### config.mk
export PLATFORM = sky130hd
export DESIGN_NAME = mars_root
export DESIGN_NICKNAME = d
export VERILOG_FILES = /design/src/rtl/core/mars_pkg.sv /design/src/rtl/core/mars_root.sv
export SDC_FILE = /design/constraint.sdc
export NUM_CORES = 1
export LEC_CHECK = 0
export BUFFER_PORTS_ARGS = -buffer_cell sky130_fd_sc_hd__buf_2
export CAP_MARGIN = 10
export CORE_MARGIN = 1.5
export CORE_UTILIZATION = 50
export CTS_BUF_LIST = sky130_fd_sc_hd__clkbuf_4
export DETAILED_ROUTE_END_ITERATION = 10
export PLACE_DENSITY = 0.84
export SETUP_SLACK_MARGIN = 0.2
export SYNTH_ARGS = -nofsm -noshare
export SYNTH_HDL_FRONTEND = slang
export SYNTH_SLANG_ARGS = --single-unit
### constraint.sdc
create_clock -name clk -period 4.9 [get_ports clk]
set_clock_uncertainty 0.05 [all_clocks]
set_input_delay 0.49 -clock clk [delete_from_list [all_inputs] [get_ports clk]]
set_output_delay 0.49 -clock clk [all_outputs]
set_load 0.02 [all_outputs]
### src/rtl/core/mars_pkg.sv
// mars_pkg: shared types, constants and saturating helpers for the
// multimode respectrum filter. no dependencies.
`timescale 1ns / 1ps
`default_nettype none
package mars_pkg;

  localparam int MaxChannels = 256;
  localparam int ChanBits    = 8;
  localparam int SampleBits  = 24;
  localparam int QBits       = 32;

  localparam logic [QBits-1:0] QOne    = 32'h0080_0000;
  localparam logic [QBits-1:0] QNegOne = 32'hFF80_0000;
  localparam logic [QBits-1:0] QMax    = 32'h7FFF_FFFF;
  localparam logic [QBits-1:0] QMin    = 32'h8000_0000;

  localparam logic [1:0] RegMode    = 2'd0;
  localparam logic [1:0] RegReverse = 2'd1;
  localparam logic [1:0] RegCount   = 2'd2;

  typedef enum logic [3:0] {
    MODE_COPY     = 4'd0,
    MODE_DIFF_RS  = 4'd1,
    MODE_COMPLETE = 4'd2,
    MODE_RS       = 4'd3,
    MODE_SQUARE   = 4'd4,
    MODE_SQRT     = 4'd5,
    MODE_AVERAGE  = 4'd6,
    MODE_DIFF     = 4'd7,
    MODE_INTEGRAL = 4'd8
  } mode_t;

  typedef enum logic [4:0] {
    ST_CLEAR, ST_IDLE, ST_READ, ST_LOAD, ST_PRE, ST_SQ_MUL, ST_SQ_DONE,
    ST_CAS1A, ST_CAS1B, ST_CAS1C, ST_CAS2A, ST_CAS2B, ST_CAS2C,
    ST_ROOT_GO, ST_ROOT_WAIT, ST_POST, ST_REV, ST_OUT, ST_HOLD
  } state_t;

  // request to the root unit and its reply
  typedef struct packed {
    logic             start;
    logic [QBits-1:0] radicand;
  } root_req_t;

  typedef struct packed {
    logic             done;
    logic [QBits-1:0] root;
  } root_rsp_t;

  function automatic logic [QBits-1:0] sat33(input logic [QBits:0] v);
    logic [QBits-1:0] r;
    r = v[QBits-1:0];
    if (v[QBits] != v[QBits-1]) r = v[QBits] ? QMin : QMax;
    return r;
  endfunction

  function automatic logic [QBits-1:0] sat_add(input logic [QBits-1:0] a,
                                              input logic [QBits-1:0] b);
    return sat33({a[QBits-1], a} + {b[QBits-1], b});
  endfunction

  function automatic logic [QBits-1:0] sat_sub(input logic [QBits-1:0] a,
                                              input logic [QBits-1:0] b);
    return sat33({a[QBits-1], a} - {b[QBits-1], b});
  endfunction

  // floor((a+b)/2), never overflows
  function automatic logic [QBits-1:0] half_sum(input logic [QBits-1:0] a,
                                               input logic [QBits-1:0] b);
    logic [QBits:0] s;
    s = {a[QBits-1], a} + {b[QBits-1], b};
    return s[QBits:1];
  endfunction

  // magnitude, most negative saturates
  function automatic logic [QBits-1:0] abs_sat(input logic [QBits-1:0] a);
    logic [QBits-1:0] r;
    r = a[QBits-1] ? (~a + 32'd1) : a;
    if (a == QMin) r = QMax;
    return r;
  endfunction

endpackage
`default_nettype wire

### src/rtl/core/mars_root.sv
// mars_root: bit-serial square root, floor(sqrt(v * 2^23)) on a 54-bit radicand,
// one result bit per cycle. depends on mars_pkg.
`timescale 1ns / 1ps
`default_nettype none
module mars_root (
  input  wire logic               clk,
  input  wire logic               rst,
  input  wire mars_pkg::root_req_t req,
  output mars_pkg::root_rsp_t      rsp
);

  // radicand is < 2^54, so the root fits in 27 bits
  localparam int RootBits = 27;
  localparam int RadBits  = 2 * RootBits;

  logic [RadBits-1:0]  rad;
  logic [RootBits+1:0] rem;
  logic [RootBits-1:0] root;
  logic [4:0]          steps;
  logic                busy;
  logic                done;

  logic [RootBits+1:0] rem_shift;
  logic [RootBits+1:0] trial;
  logic                take;

  always_comb begin
    rem_shift = {rem[RootBits-1:0], rad[RadBits-1 -: 2]};
    trial     = {root, 2'b01};
    take      = rem_shift >= trial;
  end

  always_ff @(posedge clk) begin
    if (rst) begin
      busy  <= 1'b0;
      done  <= 1'b0;
      steps <= '0;
    end else begin
      done <= 1'b0;
      if (req.start) begin
        busy  <= 1'b1;
        steps <= 5'(RootBits - 1);
        rad   <= {req.radicand[30:0], 23'd0};
        rem   <= '0;
        root  <= '0;
      end else if (busy) begin
        rad  <= {rad[RadBits-3:0], 2'b00};
        rem  <= take ? (rem_shift - trial) : rem_shift;
        root <= {root[RootBits-2:0], take};
        if (steps == '0) begin
          busy <= 1'b0;
          done <= 1'b1;
        end else begin
          steps <= steps - 5'd1;
        end
      end
    end
  end

  always_comb begin
    rsp.done = done;
    rsp.root = {5'd0, root};
  end

endmodule
`default_nettype wire

* Yosys cells after proc, flatten, opt, wreduce, memory -nomap -nowiden *
Cells that the tools add are included.

word-level totals
  word-level logic and storage cells = 34
  input port bits = 35
  flip-flop bits (word level) = 113

cells by class
  add/subtract/negate cells = 2
  reductions and logical operators = 7
  multiplexer cells = 12
  order comparisons = 1
  equal/unequal tests = 1
  bitwise operators = 3

operators by type and width
  cell                                              count
  two-way mux 54 bit                                2
  two-way mux 27 bit                                3
  greater-or-equal comparator 29 bit                1
  subtractor 27 bit                                 1
  two-way mux 5 bit                                 3
  AND reduction 2 bit                               3
  logical NOT 5 bit                                 1
  subtractor 5 x 1 -> 5 bit, second input constant  1
  two-way mux 1 bit                                 4
  inverter 1 bit                                    3
  OR reduction 3 bit                                1
  inequality test 2 bit, second input constant      1
  nonzero test 2 bit                                1
  OR reduction 2 bit                                1

* Depth between registers and ports, before layout *
  word-level depth = 4
  mapped depth = 13

* Worst setup path before layout *
Ideal clock, no wire load.

  kind = input to register
  start point = input port req[32] (netlist bit)
  end point = register rad[23], enable pin
  stages on the path = 4
  buffers on the path = 2
  data arrival time = 4696 ps
  setup time = 529 ps
  data required time = 4321 ps
  setup slack = -375 ps
  cells stage by stage = clkbuf_1 clkbuf_1 nor2_1 nor2_1

between the ends
  longest elaborated chain between the ends = 2

ends and longest elaborated chain
  element                               RTL line         RTL
  start, declared                       mars_root.sv:8   input wire mars_pkg::root_req_t req,
  nonzero test 2 bit (no source line)   --
  AND reduction 2 bit (no source line)  --
  end signal, assigned                  mars_root.sv:43  rad <= {req.radicand[30:0], 23'd0};
  end signal, assigned                  mars_root.sv:47  rad <= {rad[RadBits-3:0], 2'b00};
  end, declared                         mars_root.sv:16  logic [RadBits-1:0] rad;

Every way passes these cells.
A chain may end at the register's enable or synchronous reset.

* Worst setup path in the final report *
  start point = register rem[13]
  end point = register rem[17], data pin

between the ends
  longest elaborated chain between the ends = 3

ends and longest elaborated chain
  element                                                                         RTL line                          RTL
  start, declared                                                                 mars_root.sv:17                   logic [RootBits+1:0] rem;
  start signal, assigned                                                          mars_root.sv:48                   rem <= take ? (rem_shift - trial) : rem_shift;
  subtractor 27 bit / greater-or-equal comparator 29 bit (equally long branches)  mars_root.sv:48, mars_root.sv:30
  two-way mux 27 bit *                                                            mars_root.sv:48
  two-way mux 27 bit *                                                            mars_root.sv:46                   end else if (busy) begin

Every way passes the cells marked *; elsewhere a longest branch is shown, timed or not. The select of a mux whose other input is x is not followed.

==> flow_results.org <==
** Die
- The initial utilization of the core area, before any placement, comes to 0.509.
- Pin placement for this block handled 68 I/O pins.
- Vertical extent of the die :: 108 um
- The floorplan has 38 rows.
- The die covers 11600 um2.
- Die width :: 108 um
- Standard cell core area :: 10700 um2

** Clocking
- H-tree depth reported by CTS :: 3
- Counting every sink on the clock net gives 92.
- Largest buffer count on any clock path :: 2
- Clock transition time at the flip-flop clock pins of the worst setup and hold paths :: 0.16 ns
- CTS-repair resized insts :: 0
- In this run the post-CTS setup repair buffer count came out at 0.
- Hold repair after CTS inserted 0 buffers.
- TritonCTS built the clock tree.
- The clock reaches the later pin of the worst-skew pair after 0.47 ns.
- In this run, CTS created clock tree buffers numbering 9.
- Clock root buffer master :: sky130_fd_sc_hd__clkbuf_4

** Logic synthesis
- Synthesized flop and latch total :: 92
- Of all flip-flops after synthesis, the portion carrying an async set or reset was 0.
- By area the synthesized netlist is led by sky130_fd_sc_hd__edfxtp_1 (47%), sky130_fd_sc_hd__ha_1 (6.9%), sky130_fd_sc_hd__mux2_2 (6.0%).
- Synthesized area per cell :: 10.9 um2
- Of the total synthesized cell area, the portion taken by full adders, half adders and majority gates is 0.0686.
- In this run, distinct cell masters in the synthesized netlist total 57.
- Cell accounting for the most synthesized area :: sky130_fd_sc_hd__edfxtp_1
- By area, the combinational part of the netlist is dominated by simple AND/OR/NAND/NOR gates.
- Of the total synthesized cell area, the portion taken by AND, OR, NAND and NOR gates is 0.129.
- Post-synthesis sequential area ratio :: 0.492
- Among all flip-flop cells after synthesis, the most frequent one is sky130_fd_sc_hd__edfxtp_1.
- The compound-cell area share of the yosys netlist was 0.109.
- Most frequent cell after synthesis :: sky130_fd_sc_hd__edfxtp_1
- Of the total synthesized cell area, the portion taken by XOR and XNOR cells is 0.0384.
- Yosys synthesis warning count :: 0
- After technology mapping, the gate count stands at 504.
- Number of flops mapped to enable cells by yosys :: 85
- Summing every instance area after synthesis gives 5470 um2.
- The commonest cells after synthesis are sky130_fd_sc_hd__edfxtp_1 (85), sky130_fd_sc_hd__nor2_1 (76), sky130_fd_sc_hd__inv_1 (37).
- After synthesis, the share of cell area in mux cells is 0.102.
- Of the post-synthesis cell area, the dominant cell type holds 0.466.

** Global routing
- Global-route wire length before repair :: 17.1 mm
- Aggregate global-route resource usage :: 0.186
- Entering global routing, the biggest net connects 91 pins.
- Number of antenna violations at the first check in global routing :: 0
- Number of global-route vias before repair :: 3852
- After global routing the overflow that remains totals 0.

** Route
- After detailed routing, the met2 layer carries 5.07 mm of wire.
- Number of design-rule violations left by the first detailed-router iteration :: 261
- Highest metal layer used by the detailed router :: met4
- After detailed routing, the met3 layer carries 710 um of wire.
- Number of vias per cell after detailed routing :: 5.51
- Total number of vias :: 3844
- # DRC :: 0
- Wires add up to 10.3 mm.
- After detailed routing, the average wire length per cell comes to 14.7 um.
- Met1 wire length :: 4.36 mm
- Antenna viol nets, final :: 0
- For this run, the detailed router's first-pass iteration total came to 5.

** Placed design
- Setup slack at placement :: 1.64 ns
- In this run the cell area measured after placement is 5800 um2.
- Weighted congestion at the end of routability-driven global placement :: 0.873
- Number of cells after detailed placement :: 682
- In this run the tool buffered the top-level ports with 61 buffer cells.
- Placed wire-length estimate after detailed placement :: 7.28 mm

** Timing
- Based on the critical path, the design can be clocked at up to 302 MHz.
- Subtracting the final worst setup slack from the clock period gives 3.31 ns.
- Setup violations remaining at the end of the flow were counted as 0.
- Across all setup checks in the final design, the least slack found is 1.59 ns.
- The number of pins with negative max-slew slack in the final report was 0.
- The number of endpoints with negative hold slack in the final report was 0.
- At the pin with the least slew margin, the transition time is 0.938 ns.
- Total negative slack for setup checks :: 0 ns
- Headroom to the max-slew limit came out at 0.375.
- Setup repair after global routing left no endpoint under its margin.
- Of the available clock period, the critical path in the final layout requires 0.676.

** Critical path
- Type of the worst setup path :: flop to flop
- In this run the worst path has a maximum fanout of 25.
- Worst EP required :: 5.03 ns
- Data on the critical path arrives at its endpoint at 3.44 ns.
- Critical Path End Type :: flop
- Setup slack on the worst reg-to-reg path comes out at 1.59 ns.
- The worst setup path is launched from a flop.

** Layout
- Once layout is done, the placed cells without fillers occupy 5950 um2.
- Fill cells in the final layout number 967.
- Register area :: 2690 um2
- In the final design database the tool counted 618 nets.
- Combined area of the multi-input logic cells :: 2470 um2
- Syn-to-layout area delta :: 8.66%
- Final Instance Count excl. Fillers :: 698
- 0 antenna diodes ended up in the layout.
- Share of post-route cells with drive strength above 1 :: 0.213

** Pwr
- In this run the power density over the cells is 326 nW/um2.
- The worst-case IR drop observed on VDD is 0.272 mV.
- Standby leakage power :: 2.46 nW

** Status
- The run finished with clean final reports.

** Min path
- Hold WC Path Type :: input pin to flop

** Job
- Total of max-cap violations :: 0
[placed cells by master (no fill, tap or decap), types with 3 or more instances in the layout]
master,Yosys,final
sky130_fd_sc_hd__xor2_1,7,7
sky130_fd_sc_hd__o21ai_1,4,4
sky130_fd_sc_hd__mux2_2,29,29
sky130_fd_sc_hd__nand2b_1,4,4
sky130_fd_sc_hd__conb_1,1,5
sky130_fd_sc_hd__a21oi_1,31,31
sky130_fd_sc_hd__o21ai_0,7,7
sky130_fd_sc_hd__o21bai_1,4,4
sky130_fd_sc_hd__edfxtp_1,85,85
sky130_fd_sc_hd__o31ai_1,4,4
sky130_fd_sc_hd__buf_4,7,3
sky130_fd_sc_hd__a21o_1,9,9
sky130_fd_sc_hd__nor2b_1,4,4
sky130_fd_sc_hd__nand3_1,6,6
sky130_fd_sc_hd__inv_1,37,37
sky130_fd_sc_hd__nor2_1,76,75
sky130_fd_sc_hd__a31oi_1,5,5
sky130_fd_sc_hd__nand2_1,29,29
sky130_fd_sc_hd__and4_1,3,3
sky130_fd_sc_hd__nand4_1,6,6
sky130_fd_sc_hd__nor3_1,6,6
sky130_fd_sc_hd__a211oi_1,4,4
sky130_fd_sc_hd__mux2i_1,23,23
sky130_fd_sc_hd__and2_1,3,3
sky130_fd_sc_hd__buf_2,1,61
sky130_fd_sc_hd__clkbuf_4,0,11
sky130_fd_sc_hd__ha_1,30,30
sky130_fd_sc_hd__xnor2_1,17,17
sky130_fd_sc_hd__or3_1,3,3
sky130_fd_sc_hd__dfxtp_1,7,7
[report_power, final]
part	internal (mW)	switching (mW)
Clock	0.171	0.268
Sequential	0.933	0.0261
Combinational	0.227	0.317
[path summary, 6_finish.rpt]
| check | depth (start not counted) | to | start |
|---|---|---|---|
| setup / recovery | 10 | rem[17]$_SDFFCE_PP0P_ | rem[13]$_SDFFCE_PP0P_ |
| hold / removal | 2 | steps[0]$_SDFFE_PP0P_ | rst |
| setup reg to reg | 10 | rem[17]$_SDFFCE_PP0P_ | rem[13]$_SDFFCE_PP0P_ |
| hold reg to reg | 1 | done$_SDFF_PP0_ | steps[4]$_SDFFE_PP0P_ |
[critical path, stage by stage, from the launching register on]
cell and delay, ns:
sky130_fd_sc_hd__edfxtp_1 0.44, sky130_fd_sc_hd__ha_1 0.41, sky130_fd_sc_hd__nand2_1 0.10, sky130_fd_sc_hd__o21bai_1 0.41, sky130_fd_sc_hd__o31ai_4 0.13, sky130_fd_sc_hd__a211oi_2 0.25
sky130_fd_sc_hd__a221o_1 0.25, sky130_fd_sc_hd__o221a_1 0.24, sky130_fd_sc_hd__buf_4 0.39, sky130_fd_sc_hd__mux2i_1 0.27, sky130_fd_sc_hd__nor2_1 0.05
[metal layers]
| metal | GRT usage | vias up |
|---|---|---|
| met5 | 0 | - |
| li1 | - | 1893 |
| met3 | 0.0617 | 12 |
| met4 | 0.0489 | 0 |
| met1 | 0.213 | 1829 |
| met2 | 0.333 | 110 |
[stage by stage]
step	utilization	hold WS, ns	power, mW
6_report	0.553	0.245	1.94
5_1_grt	0.553	0.237	2.04
4_1_cts	0.553	0.228	1.96
3_5_place_dp	0.540	0.416	1.52
3_3_place_gp	0.540	0.385	1.49
2_1_floorplan	-	0.372	1.42
[cells by family (layout without fill, tap and decap cells)]
group,count (synthesis),in the layout
mux,52,52
buf+inv,67,117
simple gates,152,152
flops,92,92
fa+ha+maj,30,30
xor+xnor,24,24
other cells,1,5
compound gates,86,86
[layout make-up]
class	count	share of cell area
clock inverters	5	0.0101
well taps	140	0.0295
repair buffers	64	0.0551
inverters	37	0.0234
multi-input cells	349	0.415
flip-flops and latches	92	0.453
clock buffers	11	0.0139
[registers in the layout, indices dropped and copies added (netlist names)]
name   count
done       1
rem       27
rad       31
root      27
steps      5
busy       1
Power figures use the tool's default switching activity.
